`config.mk`:
```
export PLATFORM = sky130hd
export DESIGN_NAME = progressive_vigenere_cp1251_unit
export DESIGN_NICKNAME = d
export VERILOG_FILES = /design/src/hw/rtl/pvc_pkg.sv /design/src/hw/rtl/pvc_key_mem.sv /design/src/hw/rtl/pvc_ctrl.sv /design/src/hw/rtl/pvc_mix.sv /design/src/hw/rtl/progressive_vigenere_cp1251_unit.sv
export SDC_FILE = /design/constraint.sdc
export NUM_CORES = 1
export LEC_CHECK = 0
export ABC_AREA = 1
export BUFFER_PORTS_ARGS = -buffer_cell sky130_fd_sc_hd__buf_2
export CORE_ASPECT_RATIO = 0.8
export CORE_MARGIN = 5
export CORE_UTILIZATION = 25
export CTS_CLUSTER_SIZE = 14
export DETAILED_ROUTE_END_ITERATION = 16
export RECOVER_POWER = 25
export SYNTH_ARGS = -nofsm -noshare
export SYNTH_HDL_FRONTEND = slang
export SYNTH_SLANG_ARGS = --single-unit
```
`constraint.sdc`:
```
create_clock -name clk -period 7.3 [get_ports clk]
set_input_delay 0.365 -clock clk [delete_from_list [all_inputs] [get_ports clk]]
set_output_delay 0.365 -clock clk [all_outputs]
set_load 0.005 [all_outputs]
```
`src/hw/rtl/pvc_pkg.sv`:
```
// ----------------------------------------------------------------------------
// pvc_pkg
// Shared types, codes and CP1251 letter mapping for the progressive Vigenere
// cipher unit.
// ----------------------------------------------------------------------------
`default_nettype none

package pvc_pkg;

    localparam int ALPHA = 33;
    localparam int LTR_W = 6;

    typedef enum logic [1:0] {
        OP_CLEAR   = 2'd0,
        OP_KEY     = 2'd1,
        OP_RESTART = 2'd2,
        OP_TEXT    = 2'd3
    } opcode_t;

    typedef struct packed {
        logic             hit;
        logic [LTR_W-1:0] idx;
    } letter_t;

    // Transaction travelling from the control stage to the mixing stage
    typedef struct packed {
        logic             valid;
        logic             pass;
        logic             no_key;
        logic [7:0]       data;
        logic [LTR_W-1:0] letter;
        logic [LTR_W-1:0] shift;
    } stage_t;

    // Map a CP1251 byte to its alphabet index, either case
    function automatic letter_t letter_index(input logic [7:0] b);
        letter_t    res;
        logic [7:0] u;
        begin
            res = '0;
            u   = (b >= 8'hE0) ? (b - 8'h20) : b;
            if (u == 8'hB8) begin
                u = 8'hA8;
            end
            if (u == 8'hA8) begin
                res.hit = 1'b1;
                res.idx = 6'd6;
            end else if (u >= 8'hC0 && u <= 8'hC5) begin
                res.hit = 1'b1;
                res.idx = LTR_W'(u - 8'hC0);
            end else if (u >= 8'hC6 && u <= 8'hDF) begin
                res.hit = 1'b1;
                res.idx = LTR_W'(u - 8'hBF);
            end
            return res;
        end
    endfunction

    // Map an alphabet index back to its upper-case CP1251 byte
    function automatic logic [7:0] letter_byte(input logic [LTR_W-1:0] idx);
        logic [7:0] res;
        begin
            if (idx < 6'd6) begin
                res = 8'hC0 + {2'b00, idx};
            end else if (idx == 6'd6) begin
                res = 8'hA8;
            end else begin
                res = 8'hBF + {2'b00, idx};
            end
            return res;
        end
    endfunction

endpackage

`default_nettype wire

```
`src/hw/rtl/pvc_key_mem.sv`:
```
// ----------------------------------------------------------------------------
// pvc_key_mem
// Key letter store: one write port, one read port, registered read data.
// ----------------------------------------------------------------------------
`default_nettype none

module pvc_key_mem #(
    parameter int DEPTH  = 16,
    parameter int ADDR_W = 4
) (
    input  wire logic                     clk,
    input  wire logic                     wr_en,
    input  wire logic [ADDR_W-1:0]        wr_addr,
    input  wire logic [pvc_pkg::LTR_W-1:0] wr_data,
    input  wire logic                     rd_en,
    input  wire logic [ADDR_W-1:0]        rd_addr,
    output logic      [pvc_pkg::LTR_W-1:0] rd_data
);

    logic [pvc_pkg::LTR_W-1:0] mem [DEPTH];
    logic [pvc_pkg::LTR_W-1:0] rd_data_reg;

    always_ff @(posedge clk)
    begin
        if (wr_en)
        begin
            mem[wr_addr] <= wr_data;
        end
    end

    // Hold read data while the pipeline is stalled
    always_ff @(posedge clk)
    begin
        if (rd_en)
        begin
            rd_data_reg <= mem[rd_addr];
        end
    end

    assign rd_data = rd_data_reg;

endmodule

`default_nettype wire

```
`src/hw/rtl/pvc_ctrl.sv`:
```
// ----------------------------------------------------------------------------
// pvc_ctrl
// Command decode, key length / position / round shift tracking and key store
// addressing. Issues the key read for each text letter.
// ----------------------------------------------------------------------------
`default_nettype none

module pvc_ctrl #(
    parameter int MAX_KEY = 16,
    parameter int IDX_W   = 4,
    parameter int LEN_W   = 5
) (
    input  wire logic                      clk,
    input  wire logic                      rst_n,
    input  wire logic                      accept,
    input  wire logic                      advance,
    input  wire logic [1:0]                opcode,
    input  wire logic [7:0]                in_byte,
    output logic                           wr_en,
    output logic      [IDX_W-1:0]          wr_addr,
    output logic      [pvc_pkg::LTR_W-1:0] wr_data,
    output logic                           rd_en,
    output logic      [IDX_W-1:0]          rd_addr,
    output pvc_pkg::stage_t                stage
);

    logic [LEN_W-1:0]          len_reg,   len_next;
    logic [IDX_W-1:0]          pos_reg,   pos_next;
    logic [pvc_pkg::LTR_W-1:0] shift_reg, shift_next;
    pvc_pkg::stage_t           stage_reg, stage_next;

    pvc_pkg::letter_t          ltr;
    pvc_pkg::opcode_t          op;
    logic [IDX_W-1:0]          pos_eff;
    logic [LEN_W-1:0]          pos_inc;

    assign ltr     = pvc_pkg::letter_index(in_byte);
    assign op      = pvc_pkg::opcode_t'(opcode);
    assign pos_eff = (LEN_W'(pos_reg) < len_reg) ? pos_reg : '0;
    assign pos_inc = LEN_W'(pos_eff) + LEN_W'(1);

    always_comb
    begin
        len_next   = len_reg;
        pos_next   = pos_reg;
        shift_next = shift_reg;
        wr_en      = 1'b0;
        wr_addr    = len_reg[IDX_W-1:0];
        wr_data    = ltr.idx;
        rd_en      = 1'b0;
        rd_addr    = pos_eff;

        stage_next        = stage_reg;
        if (advance)
        begin
            stage_next.valid = 1'b0;
        end

        if (accept)
        begin
            stage_next.valid  = (op == pvc_pkg::OP_TEXT);
            stage_next.no_key = (len_reg == '0);
            stage_next.pass   = (len_reg == '0) || !ltr.hit;
            stage_next.data   = in_byte;
            stage_next.letter = ltr.idx;
            stage_next.shift  = shift_reg;

            unique case (op)
                pvc_pkg::OP_CLEAR:
                begin
                    len_next   = '0;
                    pos_next   = '0;
                    shift_next = '0;
                end
                pvc_pkg::OP_KEY:
                begin
                    if (ltr.hit && len_reg < LEN_W'(MAX_KEY))
                    begin
                        wr_en    = 1'b1;
                        len_next = len_reg + LEN_W'(1);
                    end
                end
                pvc_pkg::OP_RESTART:
                begin
                    pos_next   = '0;
                    shift_next = '0;
                end
                pvc_pkg::OP_TEXT:
                begin
                    if (len_reg != '0 && ltr.hit)
                    begin
                        rd_en = 1'b1;
                        // Wrap to the first key letter and bump the round shift
                        if (pos_inc >= len_reg)
                        begin
                            pos_next   = '0;
                            shift_next = (shift_reg == pvc_pkg::LTR_W'(pvc_pkg::ALPHA - 1))
                                       ? '0 : shift_reg + pvc_pkg::LTR_W'(1);
                        end
                        else
                        begin
                            pos_next = pos_inc[IDX_W-1:0];
                        end
                    end
                end
                default:
                begin
                end
            endcase
        end
    end

    always_ff @(posedge clk or negedge rst_n)
    begin
        if (!rst_n)
        begin
            len_reg   <= '0;
            pos_reg   <= '0;
            shift_reg <= '0;
            stage_reg <= '0;
        end
        else
        begin
            len_reg   <= len_next;
            pos_reg   <= pos_next;
            shift_reg <= shift_next;
            stage_reg <= stage_next;
        end
    end

    assign stage = stage_reg;

endmodule

`default_nettype wire

```
`src/hw/rtl/pvc_mix.sv`:
```
// ----------------------------------------------------------------------------
// pvc_mix
// Combines the key letter read from the store with the round shift, applies
// the letter shift and holds the result in the output register.
// ----------------------------------------------------------------------------
`default_nettype none

module pvc_mix (
    input  wire logic                      clk,
    input  wire logic                      rst_n,
    input  wire logic                      advance,
    input  wire logic                      decrypt_mode,
    input  wire pvc_pkg::stage_t           stage,
    input  wire logic [pvc_pkg::LTR_W-1:0] key_letter,
    output logic                           out_valid,
    output logic      [7:0]                out_byte,
    output logic                           no_key
);

    localparam logic [pvc_pkg::LTR_W:0] ALPHA_W = (pvc_pkg::LTR_W + 1)'(pvc_pkg::ALPHA);

    logic                        valid_reg;
    logic [7:0]                  byte_reg,   byte_next;
    logic                        no_key_reg;
    logic [pvc_pkg::LTR_W:0]     key_sum;
    logic [pvc_pkg::LTR_W-1:0]   key_mod;
    logic [pvc_pkg::LTR_W:0]     mix_sum;
    logic [pvc_pkg::LTR_W-1:0]   mix_mod;

    always_comb
    begin
        key_sum = {1'b0, key_letter} + {1'b0, stage.shift};
        key_mod = (key_sum >= ALPHA_W) ? pvc_pkg::LTR_W'(key_sum - ALPHA_W)
                                       : key_sum[pvc_pkg::LTR_W-1:0];
        if (decrypt_mode)
        begin
            mix_sum = {1'b0, stage.letter} + ALPHA_W - {1'b0, key_mod};
        end
        else
        begin
            mix_sum = {1'b0, stage.letter} + {1'b0, key_mod};
        end
        mix_mod = (mix_sum >= ALPHA_W) ? pvc_pkg::LTR_W'(mix_sum - ALPHA_W)
                                       : mix_sum[pvc_pkg::LTR_W-1:0];
        byte_next = stage.pass ? stage.data : pvc_pkg::letter_byte(mix_mod);
    end

    always_ff @(posedge clk or negedge rst_n)
    begin
        if (!rst_n)
        begin
            valid_reg <= 1'b0;
        end
        else if (advance)
        begin
            valid_reg <= stage.valid;
        end
    end

    always_ff @(posedge clk)
    begin
        if (advance)
        begin
            byte_reg   <= byte_next;
            no_key_reg <= stage.no_key;
        end
    end

    assign out_valid = valid_reg;
    assign out_byte  = byte_reg;
    assign no_key    = no_key_reg;

endmodule

`default_nettype wire

```
`src/hw/rtl/progressive_vigenere_cp1251_unit.sv`:
```
// ----------------------------------------------------------------------------
// progressive_vigenere_cp1251_unit
// Progressive-key Vigenere cipher over the 33-letter Russian alphabet on a
// CP1251 byte stream.
//
//   channel   dir   payload                         handshake
//   s_*       in    tuser opcode, tdata byte        tvalid/tready
//   m_*       out   tdata byte, tuser no_key        tvalid/tready
//   cfg_*     in    data decrypt_mode               valid/ready
//
// One transaction per cycle while m_tready does not stall; a text byte taken on s_*
// is registered first by the key store read and then by the output register.
// All stages advance together whenever the output register is free or being
// drained, so a stall on m_tready holds s_tready low.
// Reset clears the key length, position and round shift; the key store needs
// no clearing since only written entries are ever read.
// ----------------------------------------------------------------------------
`default_nettype none

module progressive_vigenere_cp1251_unit #(
    parameter int MAX_KEY = 16
) (
    input  wire logic       clk,
    input  wire logic       rst_n,
    input  wire logic       s_tvalid,
    output logic            s_tready,
    input  wire logic [7:0] s_tdata,   // [7:0] in_byte
    input  wire logic [1:0] s_tuser,   // [1:0] opcode
    output logic            m_tvalid,
    input  wire logic       m_tready,
    output logic      [7:0] m_tdata,   // [7:0] out_byte
    output logic      [0:0] m_tuser,   // [0] no_key
    input  wire logic       cfg_valid,
    output logic            cfg_ready,
    input  wire logic [0:0] cfg_data   // [0] decrypt_mode
);

    localparam int IDX_W = (MAX_KEY > 1) ? $clog2(MAX_KEY) : 1;
    localparam int LEN_W = $clog2(MAX_KEY + 1);

    logic                      mode_reg;
    logic                      advance;
    logic                      accept;
    logic                      wr_en;
    logic [IDX_W-1:0]          wr_addr;
    logic [pvc_pkg::LTR_W-1:0] wr_data;
    logic                      rd_en;
    logic [IDX_W-1:0]          rd_addr;
    logic [pvc_pkg::LTR_W-1:0] rd_data;
    pvc_pkg::stage_t           stage;

    assign advance   = !m_tvalid || m_tready;
    assign s_tready  = advance;
    assign accept    = s_tvalid && advance;
    assign cfg_ready = 1'b1;

    always_ff @(posedge clk or negedge rst_n)
    begin
        if (!rst_n)
        begin
            mode_reg <= 1'b0;
        end
        else if (cfg_valid)
        begin
            mode_reg <= cfg_data[0];
        end
    end

    pvc_ctrl #(
        .MAX_KEY (MAX_KEY),
        .IDX_W   (IDX_W),
        .LEN_W   (LEN_W)
    ) u_ctrl (
        .clk     (clk),
        .rst_n   (rst_n),
        .accept  (accept),
        .advance (advance),
        .opcode  (s_tuser),
        .in_byte (s_tdata),
        .wr_en   (wr_en),
        .wr_addr (wr_addr),
        .wr_data (wr_data),
        .rd_en   (rd_en),
        .rd_addr (rd_addr),
        .stage   (stage)
    );

    pvc_key_mem #(
        .DEPTH  (MAX_KEY),
        .ADDR_W (IDX_W)
    ) u_key_mem (
        .clk     (clk),
        .wr_en   (wr_en),
        .wr_addr (wr_addr),
        .wr_data (wr_data),
        .rd_en   (rd_en),
        .rd_addr (rd_addr),
        .rd_data (rd_data)
    );

    pvc_mix u_mix (
        .clk          (clk),
        .rst_n        (rst_n),
        .advance      (advance),
        .decrypt_mode (mode_reg),
        .stage        (stage),
        .key_letter   (rd_data),
        .out_valid    (m_tvalid),
        .out_byte     (m_tdata),
        .no_key       (m_tuser[0])
    );

endmodule

`default_nettype wire

```
=== Yosys cells after proc, flatten, opt, wreduce, memory -nomap -nowiden ===
Memories as Yosys holds them, arrays and structs flattened. A register that Yosys moved wholly into a read port is not among the register bits.
Index checks and enable logic that the tools add are counted.

* Register bits after elaboration: 49
* RAM bits: 96
* Memories kept: 1
* Logic and storage cells: 99

{| class="wikitable"
|+ Memory list
! memory !! words !! width !! read ports !! clocked after Yosys merged registers in !! write ports !! line !! source
|-
| u_key_mem.mem || 16 || 6 || 1 || 1 || 1 || pvc_key_mem.sv:20 || <nowiki>logic [pvc_pkg::LTR_W-1:0] mem [DEPTH];</nowiki>
|}

* Order comparisons: 11
* Add/sub/neg operators: 14
* Mux-type cells: 31
* Reduce and logical (&&, ||, !) cells: 19
* Equality and inequality tests: 10

{| class="wikitable"
|+ Operators by type and width
! kind !! count
|-
| 8-bit 2-to-1 mux || 5
|-
| 6-bit 2-to-1 mux || 5
|-
| 7-bit 2-to-1 mux || 4
|-
| 8-bit greater-or-equal comparator, second input constant || 3
|-
| 23-bit 2-to-1 mux || 1
|-
| 6-bit subtractor, second input constant || 3
|-
| 8-bit == test, second input constant || 2
|-
| 8-bit <= comparator, second input constant || 2
|-
| 6-bit by 6-bit adder with 7-bit output || 2
|-
| 7-bit by 6-bit greater-or-equal comparator with 1-bit output, second input constant || 2
|-
| 4-bit 2-to-1 mux || 3
|-
| 6-bit case mux with 2 select lines || 1
|-
| 5-bit case mux with 2 select lines || 1
|-
| 1-bit 2-to-1 mux || 9
|-
| 7-bit by 7-bit adder with 8-bit output, first input constant || 1
|-
| 8-bit by 6-bit adder with 8-bit output, first input constant || 1
|-
| 4-bit case mux with 2 select lines || 1
|-
| 8-bit by 6-bit subtractor with 8-bit output, second input constant || 1
|-
| 6-bit by 6-bit adder with 7-bit output, second input constant || 1
|-
| 7-bit by 6-bit subtractor with 7-bit output || 1
|-
| 6-bit by 1-bit adder with 6-bit output, second input constant || 1
|-
| 6-bit by 3-bit == test with 1-bit output, second input constant || 1
|-
| 6-bit == test, second input constant || 1
|-
| 6-bit by 3-bit less-than comparator with 1-bit output, second input constant || 1
|-
| other kinds (21) || 32
|}

=== Logic depth before layout (Yosys ltp) ===
* Word-level depth: 15
* Mapped depth: 36

=== By module ===
Synthesis repeated with hierarchy kept, for this count alone.

* Cell total of the unflattened synthesis: 1048
* Area total of the unflattened synthesis: 8811.0 sq um

{| class="wikitable"
|+ By module, submodules not included
! module !! area an instance (sq um) !! cells each !! times used
|-
| pvc_key_mem || 4384.2 || 422 || 1
|-
| pvc_ctrl || 2489.9 || 345 || 1
|-
| pvc_mix || 1868.0 || 271 || 1
|-
| progressive_vigenere_cp1251_unit || 68.8 || 10 || 1
|}

=== Worst setup path after synthesis ===
Ideal clock, no wire load.

* Path type: register -> register
* Start point: reg u_ctrl.stage_reg (netlist bit u_ctrl.stage[0])
* End point: reg u_mix.byte_reg[2], in the netlist u_mix.out_byte[2] (data pin)
* Period minus slack after synthesis: 5059 ps
* Stages on the path, launching flop included: 34
* Setup slack: 2241 ps
* Setup time: 254 ps
* Arrival time: 4805 ps
* Required time: 7046 ps
* Cells stage by stage: dfrtp_1 -> ha_1 -> inv_1 -> fa_1 -> or2_1 -> a21oi_1 -> or2_2 -> xor2_1 -> nand3_1 -> o21ai_1 -> nand2_1 -> o21ai_0 -> ha_1 -> inv_1 -> ha_1 -> inv_1 -> fa_1 -> inv_1 -> nand3_1 -> nand2_1 -> xnor2_1 -> nand2_1 -> nand2_1 -> clkinv_1 -> nand2_4 -> nand2_4 -> nand2_1 -> nand2_1 -> ha_1 -> xor2_1 -> nand3_2 -> nand2_1 -> nand2_1 -> nand2_1

* Cells in the longest elaborated chain, start to end: 11
* Elaborated cells between the ends (all ways): 17

{| class="wikitable"
|+ Ends and longest elaborated chain
! item !! line !! source
|-
| start: declaration || pvc_ctrl.sv:30 || <nowiki>pvc_pkg::stage_t stage_reg, stage_next;</nowiki>
|-
| start signal: assignment || pvc_ctrl.sv:127 || <nowiki>stage_reg <= stage_next;</nowiki>
|-
| 6-bit by 6-bit adder with 7-bit output * || pvc_mix.sv:32 || <nowiki>key_sum = {1'b0, key_letter} + {1'b0, stage.shift};</nowiki>
|-
| 6-bit subtractor or 7-bit by 6-bit greater-or-equal comparator with 1-bit output (tied branches) || pvc_mix.sv:33 || <nowiki>key_mod = (key_sum >= ALPHA_W) ? pvc_pkg::LTR_W'(key_sum - ALPHA_W)</nowiki>
|-
| 6-bit 2-to-1 mux * || pvc_mix.sv:33 ||
|-
| 7-bit by 6-bit subtractor with 7-bit output or 6-bit by 6-bit adder with 7-bit output (tied branches) || pvc_mix.sv:37, pvc_mix.sv:41 ||
|-
| 7-bit 2-to-1 mux * || pvc_mix.sv:35 || <nowiki>if (decrypt_mode)</nowiki>
|-
| 6-bit subtractor or 7-bit by 6-bit greater-or-equal comparator with 1-bit output (tied branches) || pvc_mix.sv:43 || <nowiki>mix_mod = (mix_sum >= ALPHA_W) ? pvc_pkg::LTR_W'(mix_sum - ALPHA_W)</nowiki>
|-
| 6-bit 2-to-1 mux * || pvc_mix.sv:43 ||
|-
| 8-bit by 6-bit adder with 8-bit output or 6-bit by 3-bit == test with 1-bit output (tied branches) || pvc_pkg.sv:68, pvc_pkg.sv:65 ||
|-
| 8-bit 2-to-1 mux || pvc_pkg.sv:65 || <nowiki>end else if (idx == 6'd6) begin</nowiki>
|-
| 8-bit 2-to-1 mux * || pvc_pkg.sv:63 || <nowiki>if (idx < 6'd6) begin</nowiki>
|-
| 8-bit 2-to-1 mux * || pvc_mix.sv:45 || <nowiki>byte_next = stage.pass ? stage.data : pvc_pkg::letter_byte(mix_mod);</nowiki>
|-
| named net u_mix.byte_next[2] || pvc_mix.sv:23 || <nowiki>logic [7:0] byte_reg, byte_next;</nowiki>
|-
| end signal: assignment || pvc_mix.sv:64 || <nowiki>byte_reg <= byte_next;</nowiki>
|-
| end: declaration || pvc_mix.sv:23 ||
|}

The timed path passes the listed nets; every way through them passes the cells marked *.
A chain may end at the register's enable or synchronous reset.

=== Worst setup path after layout ===
* Start point: reg u_ctrl.stage_reg (netlist bit u_ctrl.stage[0])
* End point: reg u_mix.byte_reg[1], in the netlist u_mix.out_byte[1] (data pin)

Same word-level chain as after synthesis.

==> metrics.md <==
| Metric | Value |
|---|---|
| Slowest stage delay, CP | 0.43 ns |
| Crit path DAT | between 5 and 6 ns |
| Num CTS Buffers | 17 |
| Final worst-path cycle share | 77.2% |
| Commonest non-fill, non-tap cell in the layout | nand2_1 |
| Fmax | around 0.18 GHz |
| Dpl cells | 1310 |
| Via count | 6027 |
| Worst-Margin Slew | about 2.3 ns |
| Die area | 36700 um2 |
| DRC errors left | 0 |
| Filler instances | ~3400 |
| First-pass GRT wire length | 31200 um |
| Final min period | 5.64 ns |
| Fin util | slightly below 30% |
| Post-Synthesis Cells | around 880 |
| Vias in the first global route | around 5800 |
| Clock Skews | between 0.01 and 0.015 ns |
| Syn_area_per_cell | roughly 9.4 um2 |
| Final nets | about 970 |
| Worst-Skew Late Latency | 0.42 ns |
| PnR Total Power | 2.73 mW |
| Gpl congestion | just over 0.8 |
| Number of flip-flops in the largest register | 96 |
| Io pins | 28 |
| Synth cell types | 47 |
| Routed WL | 18900 um |
| Worst Hold Margin | approximately 0.15 ns |
| CTS tree | yes |
| Final setup viols | 0 |
| Post-Layout Cell Count | between 1000 and 1500 |
| Pwr/cell area | roughly 290 nW/um2 |
| Starting Density | 25.3% |
| Hold crit path type | primary input to flip-flop |
| Final instance area | approximately 9400 um2 |
| Async SR Flop Fraction | 26.5% |
| Final worst slack | around 1.7 ns |
| Die Y | about 170 um |
| Core Rows | around 60 |
| Area of the multi-input gates | about 3400 um2 |
| Worst EP required | ~7.5 ns |
| CTS Buffer Depth | 2 |
| Synth warn | 0 |
| HPWL Detailed | roughly 13000 um |
| GRT Overall Usage | 10.6% |
| Max FO, Critical Path | 8 |
| Ant diodes | 0 |
| Leak Pwr | between 3 and 4 nW |
| Antenna-violating nets left | 0 |
| Routed WL per cell | 14.1 um |
| Core area | approximately 33000 um2 |
| DRT Pass-1 Iters | 5 |
| Post-synth EDFFs | about 110 |
| Clock edge transition at the registers on the reported setup and hold paths | roughly 0.06 ns |
| Placed Instance Area | between 8000 and 9000 um2 |
| Main flop type after synthesis | edfxtp_1 |
| Antenna violations before repair | 0 |
| CTS Sinks | approximately 150 |
| Layout cells sized above 1 | slightly below 10% |
| Crit start category | flip-flop |
| Clock H-tree levels | 4 |
| Cell mode on critical path | nand2_1 |
| Setup_tns | 0 ns |
| Post-CTS sizing | 0 |
| Via density | 4.49 |
| CTS root buf | clkbuf_16 |
| Syn-to-layout area delta | 14.0% |
| CP Buf/Inv Count | 6 |
| Final hold violations | 0 |
| Slowest CP cell | o21ai_0 |
| Mapped Area | 8250 um2 |
| Unrepaired setup endpoints after global routing | no |
| Critical path type | flip-flop to flip-flop |
| Seq/Total Area, Yosys | about 53% |
| Maxcap violations | 1 |
| Max-slew violations | slightly above 40 |
| GR Overflow Total | 0 |
| Die W | about 210 um |
| Largest net degree at the start of global routing | between 50 and 60 |
| CP Capture Type | flip-flop |
| Failing checks | capacitance limit, slew limit |
| CP top delay family | simple AND/OR/NAND/NOR gates |
| FF/Latch Area | 4330 um2 |
| Slew HR | -51.8% |
| Status | finished with violations |
| Initial DRC count | between 500 and 600 |
| Most frequent cells in the layout | nand2_1, nor2_1, edfxtp_1, inv_1, o21ai_0 |
| Port buffer count | 26 |
| Peak supply drop | 0.202 mV |
| Setup slack at placement | 1.71 ns |
| Flip-flop and latch count after synthesis | 151 |
| Syn_nets | between 900 and 1000 |
| Hold-fix buffers, CTS | 0 |
| Post-CTS Setup Bufs | 0 |
worst min-delay path: stages:
cell and delay, ns:
buf_2 0.07, nand2_1 0.03, o21ai_0 0.06
area by class of cell:
class	instances	share of cell area [%]
tap	427	5.68
clock buffer	19	4.61
sequential	151	46.1
clock inverter	12	1.53
timing repair buffer	33	1.73
multi-input combinational	606	36.6
inverter	93	3.73
cell usage after synthesis (2+ instances only):
cell type,instances,area [um2]
xor2_1,14,123
dfrtp_1,40,1000
nor2_1,123,462
inv_2,2,7.51
inv_1,87,327
o21ai_0,78,390
clkinv_1,3,11.3
nand3b_1,3,22.5
o21a_1,2,15.0
nor3_1,4,20.0
a31oi_1,3,18.8
o211ai_1,25,188
ha_1,48,601
nand2_1,149,559
nand3_1,65,325
buf_6,2,22.5
nand2_2,14,87.6
fa_1,3,60.1
nand2_4,5,56.3
o31ai_1,2,15.0
o21ai_1,7,35.0
nand4_1,14,87.6
nor2_2,2,12.5
buf_2,5,25.0
or2_2,2,12.5
o21ai_2,2,17.5
nor2_8,2,40.0
clkbuf_1,17,63.8
xnor2_1,4,35.0
edfxtp_1,111,3330
a21oi_1,19,95.1
nand3_2,3,30.0
cell families after synthesis:
kind of cell	share of synthesized area, %
AO/OA/AOI/OAI	10.2
buffers and inverters	5.70
adder cells (fa/ha/maj)	8.01
XOR/XNOR	2.11
AND/OR/NAND/NOR	21.4
flip-flops	52.6
other	0.0455
path summary, 6_finish.rpt:
check                                                  start                              end  slack [ns]  depth (start not counted)
worst max-delay path             u_ctrl.stage[0]$_DFFE_PN0P_      u_mix.out_byte[1]$_DFFE_PN_        1.66                         34
worst min-delay path                                cfg_data             mode_reg$_DFFE_PN0P_        0.15                          3
worst max register to register   u_ctrl.stage[0]$_DFFE_PN0P_      u_mix.out_byte[1]$_DFFE_PN_        1.66                         34
worst min register to register  u_ctrl.stage[20]$_DFFE_PN0P_           u_mix.no_key$_DFFE_PN_        0.45                          0
max in group asynchronous                              rst_n  u_ctrl.shift_reg[5]$_DFFE_PN0P_        5.37                          1
min in group asynchronous                              rst_n      u_ctrl.stage[9]$_DFFE_PN0P_        0.63                          1
power by group:
part / internal (mW) / switching [mW]
Clock: 0.508 / 0.367
Combinational: 0.282 / 0.570
Sequential: 0.976 / 0.0307
per-layer routing:
layer	global-route usage, %	up-vias	part of all wire, %
met5	0	-	0
met4	3.37	0	1.3
met3	1.89	12	3.9
met2	15.9	119	44
met1	15.6	2876	51
li1	-	3020	-
(Power assumes the default switching activity.)
